<file path="src/sv/ssng_pkg.sv">
// ----------------------------------------------------------------------------
// ssng_pkg
// Widths, register indexes and arithmetic constants of the step sequencer
// note generator.
// ----------------------------------------------------------------------------
package ssng_pkg;

  localparam int MAX_RATCHETS = 16;
  localparam int MAX_STEPS    = 4096;
  localparam int MAX_LANES    = 16;

  localparam int LANE_W  = $clog2(MAX_LANES);
  localparam int STEP_W  = $clog2(MAX_STEPS);
  localparam int RAT_W   = $clog2(MAX_RATCHETS);
  localparam int RCNT_W  = RAT_W + 1;
  localparam int PITCH_W = 7;
  localparam int VEL_W   = 7;
  localparam int THR_W   = 14;
  localparam int LEN_W   = 24;
  localparam int SWING_W = 11;
  localparam int SEED_W  = 32;
  localparam int OFFS_W  = 40;
  localparam int START_W = 42;

  localparam int CFG_IDX_W  = 2;
  localparam int CFG_DATA_W = 40;

  typedef logic [CFG_IDX_W-1:0] cfg_index_t;

  localparam cfg_index_t REG_STEP_LENGTH     = 2'd0;
  localparam cfg_index_t REG_SWING_AMOUNT    = 2'd1;
  localparam cfg_index_t REG_RANDOM_SEED     = 2'd2;
  localparam cfg_index_t REG_TIMELINE_OFFSET = 2'd3;

  localparam logic [LEN_W-1:0]   STEP_LENGTH_RST = 24'd6000;

  localparam logic [31:0] MIX_C0 = 32'h9e3779b9;
  localparam logic [31:0] MIX_C1 = 32'h85ebca6b;
  localparam logic [31:0] MIX_C2 = 32'hc2b2ae35;

  // floor(h / 10000) == (h * RECIP_10000) >> RECIP_SHIFT for every 32-bit h
  localparam logic [31:0] RECIP_10000 = 32'd3518437209;
  localparam int          RECIP_SHIFT = 45;
  localparam logic [31:0] PROB_MOD    = 32'd10000;

  localparam logic signed [SWING_W-1:0] SWING_MAX = 11'sd512;
  localparam logic signed [SWING_W-1:0] SWING_MIN = -11'sd512;
  localparam int                        SWING_FRAC = 10;

  localparam logic [VEL_W-1:0] VEL_MAX    = 7'd127;
  localparam logic [VEL_W:0]   ACCENT_ADD = 8'd16;

endpackage

</file>
<file path="src/sv/ssng_if.sv">
// ----------------------------------------------------------------------------
// ssng channel interfaces
// Step event, note and register write channels with valid/ready handshake.
// ----------------------------------------------------------------------------
interface ssng_step_if
  import ssng_pkg::*;
();
  logic               valid;
  logic               ready;
  logic [LANE_W-1:0]  lane_number;
  logic [STEP_W-1:0]  step_number;
  logic               step_enabled;
  logic [RCNT_W-1:0]  ratchet_count;
  logic [PITCH_W-1:0] step_pitch;
  logic [PITCH_W-1:0] lane_pitch;
  logic [VEL_W-1:0]   step_velocity;
  logic               accent_flag;
  logic               tie_flag;
  logic               slide_flag;
  logic [THR_W-1:0]   prob_threshold;

  modport source (
    output valid, lane_number, step_number, step_enabled, ratchet_count, step_pitch,
           lane_pitch, step_velocity, accent_flag, tie_flag, slide_flag, prob_threshold,
    input  ready
  );
  modport sink (
    input  valid, lane_number, step_number, step_enabled, ratchet_count, step_pitch,
           lane_pitch, step_velocity, accent_flag, tie_flag, slide_flag, prob_threshold,
    output ready
  );
endinterface

interface ssng_note_if
  import ssng_pkg::*;
();
  logic               valid;
  logic               ready;
  logic [LANE_W-1:0]  note_lane;
  logic [STEP_W-1:0]  note_step;
  logic [RAT_W-1:0]   note_ratchet;
  logic [START_W-1:0] note_start;
  logic [LEN_W-1:0]   note_length;
  logic [PITCH_W-1:0] note_pitch;
  logic [VEL_W-1:0]   note_velocity;
  logic               note_slide;
  logic               last_note;

  modport source (
    output valid, note_lane, note_step, note_ratchet, note_start, note_length,
           note_pitch, note_velocity, note_slide, last_note,
    input  ready
  );
  modport sink (
    input  valid, note_lane, note_step, note_ratchet, note_start, note_length,
           note_pitch, note_velocity, note_slide, last_note,
    output ready
  );
endinterface

interface ssng_cfg_if
  import ssng_pkg::*;
();
  logic                  valid;
  logic                  ready;
  cfg_index_t            index;
  logic [CFG_DATA_W-1:0] data;

  modport source (output valid, index, data, input ready);
  modport sink (input valid, index, data, output ready);
endinterface

</file>
<file path="src/sv/step_sequencer_note_generator.sv">
// ----------------------------------------------------------------------------
// step_sequencer_note_generator
// Turns one sequencer step event into its ratchet notes with swing,
// probability, pitch fallback and accent.
// ----------------------------------------------------------------------------
// One step event is taken while the block is idle; it then works alone on that
// event: setup states MULA, MULB and SWING around the shared 32x32 multiplier,
// a bit-serial divider for the ratchet length, the hash states HMIX, HMUL,
// HREM and HCMP for each ratchet for the probability hash mod 10000, and one
// ratchet per cycle to emit, slower when the note sink stalls. Notes leave
// through an output register, so the next event can be taken while the last
// note still waits. A disabled step, or a step length of zero, gives no notes
// and the block stays idle.
// ----------------------------------------------------------------------------
module step_sequencer_note_generator
  import ssng_pkg::*;
(
  input  logic        clk,
  input  logic        rst,
  ssng_cfg_if.sink    cfg,
  ssng_step_if.sink   step,
  ssng_note_if.source note
);

  typedef enum logic [8:0] {
    S_IDLE  = 9'b000000001,
    S_MULA  = 9'b000000010,
    S_MULB  = 9'b000000100,
    S_SWING = 9'b000001000,
    S_DIV   = 9'b000010000,
    S_HMIX  = 9'b000100000,
    S_HMUL  = 9'b001000000,
    S_HREM  = 9'b010000000,
    S_HCMP  = 9'b100000000
  } state_t;

  localparam int DCNT_W = $clog2(LEN_W);
  localparam logic [DCNT_W-1:0] DCNT_LAST = DCNT_W'(LEN_W - 1);
  localparam int PMUL_W = LEN_W + SWING_W - 1;

  state_t state;
  logic   emitting;

  logic [LEN_W-1:0]           step_length;
  logic signed [SWING_W-1:0]  swing_amount;
  logic [SEED_W-1:0]          random_seed;
  logic [OFFS_W-1:0]          timeline_offset;

  logic [LANE_W-1:0]  lane;
  logic [STEP_W-1:0]  stp;
  logic [RCNT_W-1:0]  rats;
  logic [PITCH_W-1:0] pitch;
  logic [VEL_W-1:0]   vel;
  logic               tie;
  logic               slide;
  logic [THR_W-1:0]   thr;

  logic [31:0]          hbase;
  logic [31:0]          h;
  logic [63:0]          prod;
  logic [31:0]          mul_a;
  logic [31:0]          mul_b;
  logic [STEP_W+LEN_W-1:0] start_raw;
  logic [START_W-1:0]   base;
  logic [START_W-1:0]   acc;
  logic [LEN_W-1:0]     quot;
  logic [RAT_W-1:0]     rem;
  logic [DCNT_W-1:0]    dcnt;
  logic [RAT_W-1:0]     rcnt;
  logic [MAX_RATCHETS-1:0] keep;

  logic [RCNT_W-1:0]  in_rats;
  logic [VEL_W:0]     vel_sum;
  logic [9:0]         swing_abs;
  logic [SWING_W-1:0] swing_neg;
  logic [PMUL_W:0]    mag_sum;
  logic [START_W-1:0] mag;
  logic [START_W-1:0] swing_term;
  logic [RAT_W:0]     div_trial;
  logic               div_ge;
  logic [31:0]        hmod;
  logic               rcnt_last;
  logic [MAX_RATCHETS-1:0] keep_above;
  logic               out_free;

  function automatic logic [31:0] mix(input logic [31:0] hv, input logic [31:0] x,
                                      input logic [31:0] c);
    mix = hv ^ (x + c + (hv << 6) + (hv >> 2));
  endfunction

  assign cfg.ready  = 1'b1;
  assign step.ready = (state == S_IDLE) && !emitting;
  assign out_free   = !note.valid || note.ready;

  always_comb begin
    if (step.ratchet_count == '0) begin
      in_rats = RCNT_W'(1);
    end else if (step.ratchet_count > RCNT_W'(MAX_RATCHETS)) begin
      in_rats = RCNT_W'(MAX_RATCHETS);
    end else begin
      in_rats = step.ratchet_count;
    end
    vel_sum = {1'b0, step.step_velocity} + ACCENT_ADD;
  end

  always_comb begin
    swing_neg = -swing_amount;
    if (swing_amount > SWING_MAX || swing_amount < SWING_MIN) begin
      swing_abs = 10'd512;
    end else if (swing_amount[SWING_W-1]) begin
      swing_abs = swing_neg[9:0];
    end else begin
      swing_abs = swing_amount[9:0];
    end
    mag_sum = {1'b0, prod[PMUL_W-1:0]} + (PMUL_W+1)'(512);
    mag     = START_W'(mag_sum >> SWING_FRAC);
    if (!stp[0]) begin
      swing_term = '0;
    end else if (swing_amount[SWING_W-1]) begin
      swing_term = -mag;
    end else begin
      swing_term = mag;
    end
  end

  always_comb begin
    unique case (state)
      S_MULA: begin
        mul_a = 32'(stp);
        mul_b = 32'(step_length);
      end
      S_MULB: begin
        mul_a = 32'(step_length);
        mul_b = 32'(swing_abs);
      end
      S_HMUL: begin
        mul_a = h;
        mul_b = RECIP_10000;
      end
      S_HREM: begin
        mul_a = 32'(prod[63:RECIP_SHIFT]);
        mul_b = PROB_MOD;
      end
      default: begin
        mul_a = '0;
        mul_b = '0;
      end
    endcase
  end

  always_comb begin
    div_trial  = {rem, quot[LEN_W-1]};
    div_ge     = div_trial >= rats;
    hmod       = h - prod[31:0];
    rcnt_last  = ({1'b0, rcnt} == rats - RCNT_W'(1));
    keep_above = keep >> rcnt;
  end

  // register writes
  always_ff @(posedge clk) begin
    if (rst) begin
      step_length     <= STEP_LENGTH_RST;
      swing_amount    <= '0;
      random_seed     <= '0;
      timeline_offset <= '0;
    end else if (cfg.valid && cfg.ready) begin
      unique case (cfg.index)
        REG_STEP_LENGTH:     step_length     <= cfg.data[LEN_W-1:0];
        REG_SWING_AMOUNT:    swing_amount    <= cfg.data[SWING_W-1:0];
        REG_RANDOM_SEED:     random_seed     <= cfg.data[SEED_W-1:0];
        REG_TIMELINE_OFFSET: timeline_offset <= cfg.data[OFFS_W-1:0];
      endcase
    end
  end

  always_ff @(posedge clk) begin
    prod <= mul_a * mul_b;
  end

  // sequencer
  always_ff @(posedge clk) begin
    if (rst) begin
      state      <= S_IDLE;
      emitting   <= 1'b0;
      note.valid <= 1'b0;
    end else begin
      if (emitting && keep[rcnt] && out_free) begin
        note.valid         <= 1'b1;
        note.note_lane     <= lane;
        note.note_step     <= stp;
        note.note_ratchet  <= rcnt;
        note.note_start    <= acc;
        note.note_length   <= tie ? step_length : quot;
        note.note_pitch    <= pitch;
        note.note_velocity <= vel;
        note.note_slide    <= slide;
        note.last_note     <= (keep_above[MAX_RATCHETS-1:1] == '0);
      end else if (note.ready) begin
        note.valid <= 1'b0;
      end
      if (emitting && (!keep[rcnt] || out_free)) begin
        acc  <= acc + START_W'(quot);
        rcnt <= rcnt + RAT_W'(1);
        if (rcnt_last) begin
          emitting <= 1'b0;
        end
      end
      unique case (state)
        S_IDLE: begin
          if (step.valid && step.ready) begin
            lane  <= step.lane_number;
            stp   <= step.step_number;
            rats  <= in_rats;
            pitch <= (step.step_pitch == '0) ? step.lane_pitch : step.step_pitch;
            if (step.accent_flag) begin
              vel <= (vel_sum > {1'b0, VEL_MAX}) ? VEL_MAX : vel_sum[VEL_W-1:0];
            end else begin
              vel <= step.step_velocity;
            end
            tie   <= step.tie_flag;
            slide <= step.slide_flag;
            thr   <= step.prob_threshold;
            hbase <= random_seed;
            if (step.step_enabled && step_length != '0) begin
              state <= S_MULA;
            end
          end
        end
        S_MULA: begin
          hbase <= mix(hbase, 32'(lane), MIX_C0);
          state <= S_MULB;
        end
        S_MULB: begin
          start_raw <= prod[STEP_W+LEN_W-1:0];
          hbase     <= mix(hbase, 32'(stp), MIX_C1);
          state     <= S_SWING;
        end
        S_SWING: begin
          base  <= START_W'(start_raw) + START_W'(timeline_offset) + swing_term;
          quot  <= step_length;
          rem   <= '0;
          dcnt  <= '0;
          state <= S_DIV;
        end
        S_DIV: begin
          quot <= {quot[LEN_W-2:0], div_ge};
          rem  <= div_ge ? RAT_W'(div_trial - RAT_W'(rats)) : div_trial[RAT_W-1:0];
          dcnt <= dcnt + DCNT_W'(1);
          if (dcnt == DCNT_LAST) begin
            rcnt  <= '0;
            keep  <= '0;
            state <= S_HMIX;
          end
        end
        S_HMIX: begin
          h     <= mix(hbase, 32'(rcnt), MIX_C2);
          state <= S_HMUL;
        end
        S_HMUL: begin
          state <= S_HREM;
        end
        S_HREM: begin
          state <= S_HCMP;
        end
        S_HCMP: begin
          keep[rcnt] <= (hmod < 32'(thr));
          if (rcnt_last) begin
            rcnt     <= '0;
            acc      <= base;
            emitting <= 1'b1;
            state    <= S_IDLE;
          end else begin
            rcnt  <= rcnt + RAT_W'(1);
            state <= S_HMIX;
          end
        end
        default: begin
          state <= S_IDLE;
        end
      endcase
    end
  end

endmodule

</file>
<file path="src/flat_wrapper.sv">
// flat-port wrapper written by rule: the top's interface ports become plain ports
module step_sequencer_note_generator_flat import ssng_pkg::*;
  (clk, rst, cfg_valid, cfg_index, cfg_data, cfg_ready, step_valid, step_lane_number, step_step_number, step_step_enabled, step_ratchet_count, step_step_pitch, step_lane_pitch, step_step_velocity, step_accent_flag, step_tie_flag, step_slide_flag, step_prob_threshold, step_ready, note_valid, note_note_lane, note_note_step, note_note_ratchet, note_note_start, note_note_length, note_note_pitch, note_note_velocity, note_note_slide, note_last_note, note_ready);
  ssng_cfg_if cfg_i ();
  ssng_step_if step_i ();
  ssng_note_if note_i ();
  input  logic clk;
  input  logic rst;
  input wire logic [$bits(cfg_i.valid)-1:0] cfg_valid;
  input wire logic [$bits(cfg_i.index)-1:0] cfg_index;
  input wire logic [$bits(cfg_i.data)-1:0] cfg_data;
  output wire logic [$bits(cfg_i.ready)-1:0] cfg_ready;
  input wire logic [$bits(step_i.valid)-1:0] step_valid;
  input wire logic [$bits(step_i.lane_number)-1:0] step_lane_number;
  input wire logic [$bits(step_i.step_number)-1:0] step_step_number;
  input wire logic [$bits(step_i.step_enabled)-1:0] step_step_enabled;
  input wire logic [$bits(step_i.ratchet_count)-1:0] step_ratchet_count;
  input wire logic [$bits(step_i.step_pitch)-1:0] step_step_pitch;
  input wire logic [$bits(step_i.lane_pitch)-1:0] step_lane_pitch;
  input wire logic [$bits(step_i.step_velocity)-1:0] step_step_velocity;
  input wire logic [$bits(step_i.accent_flag)-1:0] step_accent_flag;
  input wire logic [$bits(step_i.tie_flag)-1:0] step_tie_flag;
  input wire logic [$bits(step_i.slide_flag)-1:0] step_slide_flag;
  input wire logic [$bits(step_i.prob_threshold)-1:0] step_prob_threshold;
  output wire logic [$bits(step_i.ready)-1:0] step_ready;
  output wire logic [$bits(note_i.valid)-1:0] note_valid;
  output wire logic [$bits(note_i.note_lane)-1:0] note_note_lane;
  output wire logic [$bits(note_i.note_step)-1:0] note_note_step;
  output wire logic [$bits(note_i.note_ratchet)-1:0] note_note_ratchet;
  output wire logic [$bits(note_i.note_start)-1:0] note_note_start;
  output wire logic [$bits(note_i.note_length)-1:0] note_note_length;
  output wire logic [$bits(note_i.note_pitch)-1:0] note_note_pitch;
  output wire logic [$bits(note_i.note_velocity)-1:0] note_note_velocity;
  output wire logic [$bits(note_i.note_slide)-1:0] note_note_slide;
  output wire logic [$bits(note_i.last_note)-1:0] note_last_note;
  input wire logic [$bits(note_i.ready)-1:0] note_ready;
  assign cfg_i.valid = cfg_valid;
  assign cfg_i.index = cfg_index;
  assign cfg_i.data = cfg_data;
  assign cfg_ready = cfg_i.ready;
  assign step_i.valid = step_valid;
  assign step_i.lane_number = step_lane_number;
  assign step_i.step_number = step_step_number;
  assign step_i.step_enabled = step_step_enabled;
  assign step_i.ratchet_count = step_ratchet_count;
  assign step_i.step_pitch = step_step_pitch;
  assign step_i.lane_pitch = step_lane_pitch;
  assign step_i.step_velocity = step_step_velocity;
  assign step_i.accent_flag = step_accent_flag;
  assign step_i.tie_flag = step_tie_flag;
  assign step_i.slide_flag = step_slide_flag;
  assign step_i.prob_threshold = step_prob_threshold;
  assign step_ready = step_i.ready;
  assign note_valid = note_i.valid;
  assign note_note_lane = note_i.note_lane;
  assign note_note_step = note_i.note_step;
  assign note_note_ratchet = note_i.note_ratchet;
  assign note_note_start = note_i.note_start;
  assign note_note_length = note_i.note_length;
  assign note_note_pitch = note_i.note_pitch;
  assign note_note_velocity = note_i.note_velocity;
  assign note_note_slide = note_i.note_slide;
  assign note_last_note = note_i.last_note;
  assign note_i.ready = note_ready;
  step_sequencer_note_generator u_core (.clk(clk), .rst(rst), .cfg(cfg_i), .step(step_i), .note(note_i));
endmodule
</file>
<file path="config.mk">
export PLATFORM = sky130hd
export DESIGN_NAME = step_sequencer_note_generator_flat
export DESIGN_NICKNAME = d
export VERILOG_FILES = /design/src/sv/ssng_pkg.sv /design/src/sv/ssng_if.sv /design/src/sv/step_sequencer_note_generator.sv /design/src/flat_wrapper.sv
export SDC_FILE = /design/constraint.sdc
export NUM_CORES = 2
export LEC_CHECK = 0
export ABC_AREA = 1
export BUFFER_PORTS_ARGS = -buffer_cell sky130_fd_sc_hd__buf_2
export CORE_ASPECT_RATIO = 2
export CORE_MARGIN = 3
export CORE_UTILIZATION = 35
export CTS_CLUSTER_DIAMETER = 30
export CTS_CLUSTER_SIZE = 10
export DETAILED_ROUTE_END_ITERATION = 10
export GPL_TIMING_DRIVEN = 0
export SYNTH_ARGS = -nofsm -noshare
export SYNTH_HDL_FRONTEND = slang
export SYNTH_SLANG_ARGS = --single-unit
</file>
<file path="constraint.sdc">
create_clock -name clk -period 8.56 [get_ports clk]
set_clock_uncertainty 0.05 [all_clocks]
set_input_delay 0.856 -clock clk [delete_from_list [all_inputs] [get_ports clk]]
set_output_delay 0.856 -clock clk [all_outputs]
set_load 0.01 [all_outputs]
</file>
==> results.toml <==
[run_status]
status = "finished, final reports clean"

[clocking]
clk-insertion-delay-late_ns = 0.76
path_clk_slew_ns = 0.06
cts_sinks = 563
clock_tree.root_cell = "clkbuf_16"
clockBufferDepth = 3
htree_levels = 3
cts_hold_buf = 0
cts_buffers = 99
cts_tree = "done"

[setup_path]
rr_startpoint = "u_core.state[1]"
worstSetupPathType = "reg2reg"
crit_fanout = 10
required_ns = 9.09
cp-start-kind = "register"
arrival_ns = 8.98
critPathLaunch = "u_core.state[1]"
end_kind = "register"
crit_path_frequent_cell = "fa_1"
critical_path.slowest_cell = "fa_1"
crit_buf_inv = 7
cp_top_family = "adder cells"
max_stage_delay_ns = 0.62

[worst_hold_path]
min_from = "step_step_number[1]"
min_path_type = "in2reg"

[drt]
vias = 60942
drc_errors = 0
dr.pass1.iters = 6
ant_nets = 0
drt-initial-drc-count = 3770
routedWlPerCell_microns = 26.02
wirelength_microns = 304800
post_drt_via_cell_ratio = 5.202

[sta]
fmax_ghz = 0.1183
fin_crit_sh_pct = 98.79
max_slew_margin_pct = 3.878
drv_slew = 0
rsz0062_at_grt = "yes"
tns_ns = 0
worst_pin_slew_ns = 1.429
setup_ws_ns = 0.1037
setup_viol = 0
min_period_ns = 8.456
hold_violations = 0

[yosys]
ys.warnings.count = 0
synth-seq-area-share_pct = 22.28
ys_types = 58
postSynthCellCount = 8479
syn_avg_cell_area_sq_um = 8.031
postSynthRegisterBits = 563
synth_edf_count = 390
synthArstFlopShare_pct = 0
synthFlopType = "edfxtp_1"
synth_area_sq_um = 68090

[placed_design]
place_hpwl_microns = 261900
io_buffers = 210
gp_congestion = 1.049
place_ws_ns = -3.324
dp_cells = 11379

[power_and_ir_drop]
p_per_area_nw_per_um2 = 261.7
netSwitchingPower_uw = 10910
ir_drop_uv = 379.5
clkPwrFrac_pct = 19.0
p_seq_share_pct = 17.3
pwr-share-comb_pct = 63.6
p_int_uw = 10260
p_total_uw = 21170
cellLeakagePower_uw = 0.03940
swShare_pct = 51.52

[finish]
fin_cells = 11715
fill_cells = 19520
final_util_pct = 41.89
layout.nets = 10662
drive_above_1_share_pct = 11.81
syn_to_final_growth_pct = 18.81

[global_route]
antenna_found_initial = 19
grt_pass1_wl_microns = 431100
gr-total-overflow = 0
track_usage_pct = 29.96
grt_max_degree = 50
grt_pass1_vias = 64126

[floorplan]
core_area_sq_um = 193100
ios = 212
die_w_microns = 317.9
initial_core_util_pct = 35.26
die_area_sq_um = 200200
die_h_microns = 629.8
rows = 228

[run]
drv_cap = 0
-- worst register-to-register path: cells and delay by family (launching register included) --
kind | cells | cell delay, ns
and+or+nand+nor | 8 | 1.42
adders and majority gates | 9 | 4.05
AOI/OAI and AO/OA | 5 | 0.79
xor gates and xnor gates | 1 | 0.37
buffers and inverters | 7 | 1.22
DFF | 1 | 0.36
-- Yosys cell counts, drive strengths merged (5+ instances only) --
| master | instances | area share, % |
|---|---|---|
| nor2 | 930 | 5.2 |
| nand4 | 63 | 0.59 |
| o21ai | 381 | 2.8 |
| nor3b | 5 | 0.055 |
| nor3 | 90 | 0.71 |
| or2 | 20 | 0.18 |
| o21a | 25 | 0.28 |
| o21bai | 40 | 0.44 |
| clkbuf | 115 | 0.63 |
| nand2 | 1560 | 8.6 |
| o22ai | 9 | 0.083 |
| dfxtp | 173 | 5.1 |
| nand3 | 324 | 2.4 |
| o221ai | 11 | 0.14 |
| nand3b | 11 | 0.12 |
| o211ai | 35 | 0.39 |
| xnor2 | 84 | 1.1 |
| edfxtp | 390 | 17 |
| xor2 | 193 | 2.5 |
| a21o | 38 | 0.42 |
| o2111ai | 8 | 0.10 |
| ha | 677 | 12 |
| inv | 1803 | 9.9 |
| and2 | 6 | 0.055 |
| a21boi | 16 | 0.18 |
| buf | 48 | 0.33 |
| a211oi | 13 | 0.18 |
| and3 | 5 | 0.046 |
| fa | 783 | 23 |
| nor4 | 23 | 0.23 |
| a31oi | 51 | 0.47 |
| a21oi | 524 | 3.9 |
-- power by group through the flow --
stage / Sequential [uW] / Combinational [uW] / Clock (uW)
finish: 3670 / 13500 / 4030
floorplan: 3490 / 7500 / 0
global placement: 3730 / 11700 / 0
CTS: 3660 / 12800 / 4070
global route: 3670 / 14600 / 4200
detailed placement: 3720 / 11800 / 0
-- stage by stage --
stage / instance area, sq um / hold WS [ns]
2_1_floorplan: 68640 / 0.3355
3_3_place_gp: 72860 / 0.3535
3_5_place_dp: 73270 / 0.3601
4_1_cts: 79090 / 0.1820
5_1_grt: 80890 / 0.2027
6_report: 80900 / 0.2178
-- cell type report --
| type | instances | area (sq um) | share of cell area [%] |
|---|---|---|---|
| multi-input cells | 6090 | 48290 | 59.69 |
| flip-flops and latches | 563 | 15190 | 18.77 |
| inverters | 1807 | 6908 | 8.539 |
| well taps | 2530 | 3166 | 3.913 |
| repair buffers | 372 | 2843 | 3.514 |
| clock buffers | 122 | 2648 | 3.273 |
| plain buffers | 162 | 1106 | 1.367 |
| clock inverters | 62 | 737.0 | 0.9109 |
| diodes | 7 | 17.52 | 0.02165 |
-- timing repair --
item | 4_1_cts | 5_1_grt
setup endpoints to repair | 45 | 37
pin swaps | 65 | 148
cloned | 1 | 2
endpoints found under the hold margin | 0 | 0
setup buffers | 76 | 68
resized for setup | 475 | 338
-- layout by cell type (no fill, tap or decap), drive strengths merged, types with 23 or more instances in the layout --
master and count:
a21oi 524, nand3 324, o21a 25, xnor2 84
conb 146, dfxtp 173, o211ai 35, edfxtp 390
nand4 63, nor2 930, clkbuf 227, inv 1806
xor2 193, o21ai 381, o21bai 40, a31oi 51
nand2 1560, ha 677, nor4 23, clkinv 38
a21o 38, fa 783, nor3 90, buf 429
-- logic make-up (layout without fill, tap and decap cells) --
kind of cell             count (synthesis)  count (layout)  synth area share, %
AND/OR/NAND/NOR                       3037            3037                18.18
multiplexers                             2               2              0.02940
AO/OA/AOI/OAI                         1168            1168                9.540
other                                    2             153              0.01103
adder cells (fa/ha/maj)               1460            1460                35.46
XOR/XNOR                               277             277                3.563
buffers and inverters                 1970            2525                10.93
flip-flops                             563             563                22.28
-- routing by layer --
metal | vias up | share of wire [%] | track usage, % | routed length [microns]
met4 | 8 | 14 | 34.15 | 43670
met3 | 1170 | 4.5 | 4.299 | 13860
met2 | 2374 | 52 | 55.23 | 157100
met1 | 29560 | 30 | 25.75 | 90070
met5 | - | 0.017 | 0 | 53
li1 | 27830 | - | - | -
-- state kept, by name (all words and copies together) (netlist names), 36 cells and up, named ones only --
signal,cells
u_core.prod,55
u_core.acc,42
u_core.base,42
u_core.note.note_start,42
u_core.timeline_offset,40
u_core.start_raw,36
-- worst paths after layout --
check	to	slack, ns	depth (start not counted)
worst min register to register	u_core.note.note_pitch[0]	0.37	0
worst max-delay path	u_core.prod[29]	0.10	30
worst min-delay path	u_core.stp[1]	0.22	1
worst max register to register	u_core.prod[29]	0.10	30
Power figures use the tool's default switching activity.
